===== src/rtl/vfa_pkg.sv =====
`default_nettype none
package vfa_pkg;

  localparam int OP_W = 4;
  localparam logic [OP_W-1:0] OP_ADD   = 4'd0;
  localparam logic [OP_W-1:0] OP_SUB   = 4'd1;
  localparam logic [OP_W-1:0] OP_MUL   = 4'd2;
  localparam logic [OP_W-1:0] OP_SCALE = 4'd3;
  localparam logic [OP_W-1:0] OP_DIV   = 4'd4;
  localparam logic [OP_W-1:0] OP_NORM  = 4'd5;
  localparam logic [OP_W-1:0] OP_DOT   = 4'd6;
  localparam logic [OP_W-1:0] OP_CROSS = 4'd7;
  localparam logic [OP_W-1:0] OP_LEN   = 4'd8;
  localparam logic [OP_W-1:0] OP_LENSQ = 4'd9;

  localparam logic [31:0] Q_MAX = 32'h7fff_ffff;
  localparam logic [31:0] Q_MIN = 32'h8000_0000;

  // queue between the front and the back
  localparam int QDEPTH = 4;
  localparam int QPTR_W = $clog2(QDEPTH);

  // one quotient or root bit per pipe step
  localparam int ROOT_W = 32;
  localparam int QUO_W  = 32;

  typedef struct packed {
    logic [OP_W-1:0] op;
    logic            dz;
  } cls_t;

  typedef struct packed {
    cls_t             cls;
    logic [2:0][31:0] a;
    logic [2:0][31:0] b;
    logic [31:0]      f;
  } item_t;

  typedef struct packed {
    logic [2:0][31:0] r;
    logic [31:0]      s;
    logic             dz;
    logic             sat;
  } res_t;

  // carried alongside the root pipe
  typedef struct packed {
    cls_t             cls;
    res_t             byp;
    logic [2:0][31:0] nmag;
    logic [2:0]       neg;
    logic [31:0]      fmag;
  } side_t;

  // carried alongside the divide pipe
  typedef struct packed {
    cls_t        cls;
    res_t        byp;
    logic [31:0] root;
    logic [2:0]  neg;
  } dside_t;

endpackage
`default_nettype wire


===== src/rtl/vfa_fifo.sv =====
`default_nettype none
module vfa_fifo (
  input  wire logic           clk,
  input  wire logic           rst,
  input  wire logic           in_valid,
  output logic                in_ready,
  input  wire vfa_pkg::item_t in_item,
  output logic                out_valid,
  input  wire logic           out_ready,
  output vfa_pkg::item_t      out_item
);

  vfa_pkg::item_t              slots [vfa_pkg::QDEPTH];
  logic [vfa_pkg::QPTR_W-1:0]  wr_ptr;
  logic [vfa_pkg::QPTR_W-1:0]  rd_ptr;
  logic [vfa_pkg::QPTR_W:0]    count;
  logic                        push;
  logic                        pop;

  assign in_ready  = (count != (vfa_pkg::QPTR_W+1)'(vfa_pkg::QDEPTH));
  assign out_valid = (count != '0);
  assign push      = in_valid && in_ready;
  assign pop       = out_valid && out_ready;
  assign out_item  = slots[rd_ptr];

  always_ff @(posedge clk) begin
    if (rst) begin
      wr_ptr <= '0;
      rd_ptr <= '0;
      count  <= '0;
    end else begin
      if (push) begin
        wr_ptr <= wr_ptr + 1'b1;
      end
      if (pop) begin
        rd_ptr <= rd_ptr + 1'b1;
      end
      case ({push, pop})
        2'b10:   count <= count + 1'b1;
        2'b01:   count <= count - 1'b1;
        default: count <= count;
      endcase
    end
  end

  always_ff @(posedge clk) begin
    if (push) begin
      slots[wr_ptr] <= in_item;
    end
  end

endmodule
`default_nettype wire


===== config.mk =====
export PLATFORM = sky130hd
export DESIGN_NAME = vfa_fifo
export DESIGN_NICKNAME = d
export VERILOG_FILES = /design/src/rtl/vfa_pkg.sv /design/src/rtl/vfa_fifo.sv
export SDC_FILE = /design/constraint.sdc
export NUM_CORES = 1
export LEC_CHECK = 0
export BUFFER_PORTS_ARGS = -buffer_cell sky130_fd_sc_hd__buf_4
export CORE_MARGIN = 2
export CORE_UTILIZATION = 40
export CTS_BUF_LIST = sky130_fd_sc_hd__clkbuf_4
export CTS_CLUSTER_DIAMETER = 60
export DETAILED_ROUTE_END_ITERATION = 6
export SLEW_MARGIN = 40
export SYNTH_ARGS = -nofsm -noshare
export SYNTH_HDL_FRONTEND = slang
export SYNTH_SLANG_ARGS = --single-unit

===== constraint.sdc =====
create_clock -name clk -period 20.2 [get_ports clk]
set_input_delay 2.02 -clock clk [delete_from_list [all_inputs] [get_ports clk]]
set_output_delay 2.02 -clock clk [all_outputs]
set_load 0.05 [all_outputs]

==> qor.yml <==
ys_types: 26
start_kind: "register"
netlist_instances: 1248
synth.area.mux_share: 0.153
yosys.area_share.adder: 0.00245
ys_ff_latch: 925
fin_setup_tns_ns: 0
period_needed_ns: 5.92
row_count: 106
fin_crit_sh: 0.293
cp.arrival_ns: 3.90
gp_congestion: 0.757
grt_pass1_wl_um: 106000
area_delta_synth_final_pct: 22.4
grt_max_degree: 80
skew_ns: 0.0556
synthArstFlopShare: 0
netlist_top_cells_area: "edfxtp_1, mux4_2, buf_12, dfxtp_1, buf_2"
clock_path_buffers: 3
yosys_most_used_dff: "edfxtp_1"
io_pins: 464
path_buf_inv: 4
cts_tree: "yes"
hold_viol: 0
powerDensity_nw_per_um2: 141
yosys.cell_count.top_type: "edfxtp_1"
first_iter_violations: 717
cts_root_buf: "clkbuf_4"
synthTopCellsByCount: "edfxtp_1, mux4_2, buf_12, buf_2"
synth.net_count: 1487
htreeDepth: 4
drv_cap: 0
crit_path_frequent_cell: "buf_4"
rrSetupSlack_ns: 17.04
synth-simple-area-share: 0.00260
io_buffers: 463
critPathKind: "reg -> out"
synth.yosys.warnings: 0
rsz0062_at_grt: "false"
syn_avg_cell_area_um2: 27.0
clkLatencyLatePin_ns: 1.07
crit_path_max_fanout: 57
antenna_left: 0
fp.coreArea_um2: 83600
critPathMaxStageDelay_ns: 0.75
vias: 15718
cts_hold_buf: 0
hp-class: "reg -> reg"
synth_top_area_frac: 0.815
crit_path_top_delay_cell: "buf_4"
synth_top_family_by_area: "multiplexers"
vdd.ir_drop.worst_mv: 0.0888
synth_seq_area_share: 0.820
grt-ovfl-total: 0
cts.repair.resized: 0
drt-vias-per-instance: 4.96
track_usage: 0.167
synth_edf_count: 916
dieArea_um2: 86700
detail_route.wl_per_cell_um: 22.7
dieHeight_um: 294
leakage_nw: 13.9
power.total_mw: 5.84
dp_hpwl_um: 43900
setup_viol: 0
critical-path-top-delay-family: "buffers and inverters"
netlist_area_um2: 33700
status: "complete, no violations"
critPathRequiredTime_ns: 18.18
drt_wl_total_um: 71900
crit_path_end_kind: "primary output"
chipWidth_um: 294
cts_sinks: 925
final_layout_size_suffix_gt1_frac: 0.518
start_util: 0.404
drt_first_pass_iters: 5
cts_setup_buffers: 0
relSlewSlack: 0.468
synthXorXnorAreaFrac: 0.00104
slew_viol_final: 0
fmax_mhz: 169
antenna_found_initial: 12
cts.clk_slew.worst_paths_ns: 0.06
cts_made_buffers: 228
yosysTopAreaCell: "edfxtp_1"
worstMarginPinSlew_ns: 0.797
drcViolationCount: 0
grt_pass1_vias: 17184
post-route-util: 0.494
synth-compound-area-share: 0.00119
crit_chain: "buf_12 > buf_6 > buf_4 > mux4_2 > buf_4"
layout.nets: 2157
[flip-flops by register name (all words and copies together) (netlist names), named ones only]
signal	count
slots	916
rd_ptr	2
count	3
wr_ptr	2
[final timing paths]
path | from | end | cells after the start
max | register | out_item[199] | 5
min | wr_ptr[1] | wr_ptr[1] | 2
max reg2reg | count[0] | slots[2][110] | 5
min reg2reg | wr_ptr[1] | wr_ptr[1] | 2
[per-stage QoR]
step | instances | cell area [um2] | hold WS [ns] | setup slack, ns
detailed placement | 2767 | 38400 | 0.528 | 15.31
CTS | 3161 | 41300 | 0.535 | 14.02
global route | 3170 | 41300 | 0.591 | 13.98
finish | 3170 | 41300 | 0.532 | 14.28
floorplan | 1248 | 33700 | 0.482 | 11.95
global placement | 2757 | 38100 | 0.492 | 14.77
[cells in the final DEF, fill, tap and decap left out, drive strengths merged, types with 5 or more instances in the layout]
master,n
inv,12
edfxtp,916
buf,492
mux4,229
nor2,9
ha,5
clkbuf,332
clkinv,53
dfxtp,9
diode,8
[logic make-up after synthesis]
family	Yosys count
AOI/OAI and AO/OA	6
DFF	925
xor gates and xnor gates	4
muxes	231
and+or+nand+nor	18
buffers and inverters	58
adders and majority gates	6
[layer usage]
metal | vias up | wire length [um] | track usage
li1 | 6928 | - | -
met1 | 8191 | 27000 | 0.191
met2 | 481 | 37600 | 0.277
met3 | 110 | 5620 | 0.0668
met4 | 8 | 1640 | 0.0743
met5 | - | 56 | 0
[report_power, final]
| part | internal (mW) | switching (mW) | total, mW |
|---|---|---|---|
| clock network | 0.779 | 0.716 | 1.50 |
| registers | 2.31 | 0.0475 | 2.36 |
| logic | 0.681 | 1.30 | 1.98 |
| total | 3.77 | 2.06 | 5.84 |
[final cells by class]
cell class / count / area (um2)
Inverter: 6 / 22.5
Antenna cell: 8 / 20.0
Sequential cell: 925 / 27700
Timing Repair Buffer: 492 / 3920
Clock inverter: 62 / 363
Tap cell: 1080 / 1350
Clock buffer: 332 / 2490
Multi-Input combinational cell: 265 / 5430
Fill cell: 6865 / 42300
[worst register-to-register path, delay by kind of cell, from the launching register on]
family,cells,cell delay [ns]
compound gates,1,0.54
buf+inv,2,0.89
flops,1,0.43
simple gates,2,0.74
Note: power is estimated with default switching activity, not from simulation.
