===== src/rtl/vfa_pkg.sv =====
`default_nettype none
package vfa_pkg;

  localparam int OP_W = 4;
  localparam logic [OP_W-1:0] OP_ADD   = 4'd0;
  localparam logic [OP_W-1:0] OP_SUB   = 4'd1;
  localparam logic [OP_W-1:0] OP_MUL   = 4'd2;
  localparam logic [OP_W-1:0] OP_SCALE = 4'd3;
  localparam logic [OP_W-1:0] OP_DIV   = 4'd4;
  localparam logic [OP_W-1:0] OP_NORM  = 4'd5;
  localparam logic [OP_W-1:0] OP_DOT   = 4'd6;
  localparam logic [OP_W-1:0] OP_CROSS = 4'd7;
  localparam logic [OP_W-1:0] OP_LEN   = 4'd8;
  localparam logic [OP_W-1:0] OP_LENSQ = 4'd9;

  localparam logic [31:0] Q_MAX = 32'h7fff_ffff;
  localparam logic [31:0] Q_MIN = 32'h8000_0000;

  // queue between the front and the back
  localparam int QDEPTH = 4;
  localparam int QPTR_W = $clog2(QDEPTH);

  // one quotient or root bit per pipe step
  localparam int ROOT_W = 32;
  localparam int QUO_W  = 32;

  typedef struct packed {
    logic [OP_W-1:0] op;
    logic            dz;
  } cls_t;

  typedef struct packed {
    cls_t             cls;
    logic [2:0][31:0] a;
    logic [2:0][31:0] b;
    logic [31:0]      f;
  } item_t;

  typedef struct packed {
    logic [2:0][31:0] r;
    logic [31:0]      s;
    logic             dz;
    logic             sat;
  } res_t;

  // carried alongside the root pipe
  typedef struct packed {
    cls_t             cls;
    res_t             byp;
    logic [2:0][31:0] nmag;
    logic [2:0]       neg;
    logic [31:0]      fmag;
  } side_t;

  // carried alongside the divide pipe
  typedef struct packed {
    cls_t        cls;
    res_t        byp;
    logic [31:0] root;
    logic [2:0]  neg;
  } dside_t;

endpackage
`default_nettype wire


===== src/rtl/vfa_front.sv =====
`default_nettype none
module vfa_front (
  input  wire logic                 clk,
  input  wire logic                 rst,
  input  wire logic                 in_valid,
  output logic                      in_ready,
  input  wire logic [223:0]         in_data,
  input  wire logic [3:0]           in_op,
  output logic                      out_valid,
  input  wire logic                 out_ready,
  output vfa_pkg::item_t            out_item
);

  logic           held;
  vfa_pkg::item_t item;
  vfa_pkg::item_t item_next;
  logic           accept;

  assign in_ready  = !held || out_ready;
  assign accept    = in_valid && in_ready;
  assign out_valid = held;
  assign out_item  = item;

  // classify: flag the zero divisor and the zero vector up front
  always_comb begin
    item_next.a[0] = in_data[31:0];
    item_next.a[1] = in_data[63:32];
    item_next.a[2] = in_data[95:64];
    item_next.b[0] = in_data[127:96];
    item_next.b[1] = in_data[159:128];
    item_next.b[2] = in_data[191:160];
    item_next.f    = in_data[223:192];
    item_next.cls.op = in_op;
    item_next.cls.dz =
      ((in_op == vfa_pkg::OP_DIV) && (in_data[223:192] == 32'd0)) ||
      ((in_op == vfa_pkg::OP_NORM) && (in_data[95:0] == 96'd0));
  end

  always_ff @(posedge clk) begin
    if (rst) begin
      held <= 1'b0;
    end else if (accept) begin
      held <= 1'b1;
    end else if (out_ready) begin
      held <= 1'b0;
    end
  end

  always_ff @(posedge clk) begin
    if (accept) begin
      item <= item_next;
    end
  end

endmodule
`default_nettype wire


===== config.mk =====
export PLATFORM = sky130hd
export DESIGN_NAME = vfa_front
export DESIGN_NICKNAME = d
export VERILOG_FILES = /design/src/rtl/vfa_pkg.sv /design/src/rtl/vfa_front.sv
export SDC_FILE = /design/constraint.sdc
export NUM_CORES = 1
export LEC_CHECK = 0
export ABC_AREA = 1
export ABC_CLOCK_PERIOD_IN_PS = 22000
export BUFFER_PORTS_ARGS = -buffer_cell sky130_fd_sc_hd__buf_4
export CORE_AREA = 4 4 177 179
export CTS_CLUSTER_DIAMETER = 50
export DETAILED_ROUTE_END_ITERATION = 7
export DIE_AREA = 0 0 181 183
export PLACE_DENSITY = 0.62
export SLEW_MARGIN = 25
export SYNTH_ARGS = -nofsm -noshare
export SYNTH_HDL_FRONTEND = slang
export SYNTH_SLANG_ARGS = --single-unit

===== constraint.sdc =====
create_clock -name clk -period 22 [get_ports clk]
set_input_delay 4.4 -clock clk [delete_from_list [all_inputs] [get_ports clk]]
set_output_delay 4.4 -clock clk [all_outputs]
set_load 0.05 [all_outputs]

==> results.json <==
{
  "worst_r2r_startpoint": "out_valid",
  "grt_antenna_before_repair": 1,
  "warning_count_from_the_yosys_run": 0,
  "netlist-cell-type-count": 12,
  "grt_use_total": 0.131,
  "netlist_top_cells_area": "sky130_fd_sc_hd__edfxtp_1 92%, sky130_fd_sc_hd__nor2_1 3.1%, sky130_fd_sc_hd__nand2_1 2.0%",
  "wl_um": 23700,
  "ctsResizeCount": 0,
  "utilization": 0.419,
  "clk_pin_slew_ns": 0.06,
  "report.final.slew_viol_count": 0,
  "finish.net_count": 1100,
  "number_of_global_route_vias_before_repair": 5362,
  "layout.cells.most_common": "sky130_fd_sc_hd__buf_4",
  "timing.critical_path.from_type": "primary input",
  "clock_skew_ns": 0.0138,
  "setup_ws_ns": 12.72,
  "power.leakage_nw": 5.21,
  "synth_area_leader_cell": "sky130_fd_sc_hd__edfxtp_1",
  "ctsLongestPathBuffers": 3,
  "grt_max_degree": 85,
  "rows": 63,
  "final_cell_mix": "463 x sky130_fd_sc_hd__buf_4, 229 x sky130_fd_sc_hd__edfxtp_1, 62 x sky130_fd_sc_hd__nor2_1",
  "setup_total_negative_slack_ns": 0,
  "post_synth_instance_area_um2": 7480,
  "worstSetupPathType": "in -> out",
  "cts_hold_repair.buffers": 0,
  "ys_seq_elements": 230,
  "floorplan.die.height_um": 183,
  "area_growth_pct": 65.7,
  "clk_latency_ns": 0.52,
  "min_from": "out_valid",
  "h-tree-depth": 1,
  "synth_seq_area_share": 0.922,
  "min_path_type": "reg -> reg",
  "grt_first_pass_wirelength_um": 33400,
  "slew-limit-headroom": 0.455,
  "cts_tree": "built",
  "worst-endpoint-arrival_ns": 4.88,
  "finalSetupViolCount": 0,
  "vias": 5125,
  "hold_ws_ns": 0.556,
  "diodes": 0,
  "clock_sink_count": 230,
  "dr.first_iter.drc_count": 230,
  "iteration_count_of_the_initial_detailed_routing_pass": 4,
  "grt_setup_unrepaired": "no",
  "cp-end-kind": "output port",
  "cts.repair_timing.setup_buffer_count": 0,
  "io_buffer_count": 462,
  "drc": 0,
  "status": "complete, no violations",
  "dieArea_um2": 33100,
  "ratio_of_total_power_to_cell_area_nw_per_um2": 93.5,
  "pre_cts_ws_ns": 12.72,
  "final_period_minus_worst_setup_slack_ns": 9.28,
  "timing.final.crit_share": 0.422,
  "worst_slew_pin_slew_ns": 0.817,
  "start_util": 0.253,
  "max_cap_viol_count": 0,
  "highest_achievable_clock_rate_mhz": 108,
  "crit_start": "out_ready",
  "core-area_um2": 29600,
  "finalWeightedCongestion": 0.814,
  "synth_fp_nets": 606,
  "detail_route.wl_per_cell_um": 18.5,
  "netlist.area_leader.share": 0.920,
  "layout-drive-gt1-share": 0.574,
  "die_w_um": 181,
  "hold_viol": 0,
  "critPathMaxFanout": 2,
  "tritoncts.num_buffers": 27,
  "postRouteAntennaNets": 0,
  "totalPowerFinal_mw": 1.16,
  "dpl.hpwl_um": 18600,
  "crit_required_ns": 17.60,
  "irDropWorstVdd_mv": 0.0612,
  "pin_count": 463,
  "vias_per_cell": 4.01,
  "grt_overflow": 0,
  "setup.reg_to_reg.worst_slack_ns": 19.62,
  "synthesis.instances": 374,
  "avgSynthCellArea_um2": 20.0,
  "cts_root_buffer": "sky130_fd_sc_hd__clkbuf_16"
}
## logic make-up (layout without fill, tap and decap cells)
group | Yosys count | after routing | share of synthesized area
flip-flops | 230 | 230 | 0.922
AND/OR/NAND/NOR | 118 | 118 | 0.0644
AO/OA/AOI/OAI | 2 | 2 | 0.00134
buffers and inverters | 24 | 537 | 0.0120
## power breakdown
group	total, mW	switching, mW	internal, mW
Combinational	0.180	0.121	0.0582
Sequential	0.520	0.00705	0.513
Clock	0.459	0.175	0.284
## worst paths after layout
kind	to	cells after the start
worst max-delay path	in_ready	4
worst max register to register	out_item[103]	3
worst min register to register	out_valid	2
worst min-delay path	out_valid	2
## layer usage
metal | routed length [um] | GRT usage
met1 | 8540 | 0.149
met2 | 12100 | 0.237
met3 | 2620 | 0.0498
met4 | 399 | 0.0294
met5 | 0 | 0
## synthesized netlist by cell type
library cell	instances
sky130_fd_sc_hd__a21oi_1	2
sky130_fd_sc_hd__and2_1	5
sky130_fd_sc_hd__dfxtp_1	1
sky130_fd_sc_hd__edfxtp_1	229
sky130_fd_sc_hd__inv_1	24
sky130_fd_sc_hd__nand2_1	39
sky130_fd_sc_hd__nand3_1	1
sky130_fd_sc_hd__nand4_1	3
sky130_fd_sc_hd__nor2_1	62
sky130_fd_sc_hd__nor2_2	2
sky130_fd_sc_hd__nor3_1	2
sky130_fd_sc_hd__nor4_1	4
## state kept, by name, summed over array words and instances, names as in the netlist
| name | flops |
|---|---|
| out_valid | 1 |
| out_item | 229 |
## metrics by stage
step	cell area, um^2	std cells
final	12400	1277
after global placement	11500	1229
after detailed placement	11500	1229
after global routing	12400	1277
after CTS	12400	1277
after floorplan	7480	374
## critical path: stages
cell and delay (ns):
sky130_fd_sc_hd__buf_4 0.10, sky130_fd_sc_hd__inv_1 0.10, sky130_fd_sc_hd__nand2_1 0.08, sky130_fd_sc_hd__buf_4 0.20
## area by class of cell
| cell class | count | area (um^2) |
|---|---|---|
| clock buffers | 28 | 679 |
| clock inverters | 20 | 239 |
| fillers | 2697 | 17200 |
| inverters | 24 | 90.1 |
| multi-input cells | 120 | 503 |
| flip-flops and latches | 230 | 6900 |
| well taps | 390 | 488 |
| repair buffers | 465 | 3500 |
Note: power is estimated with default switching activity, not from simulation.
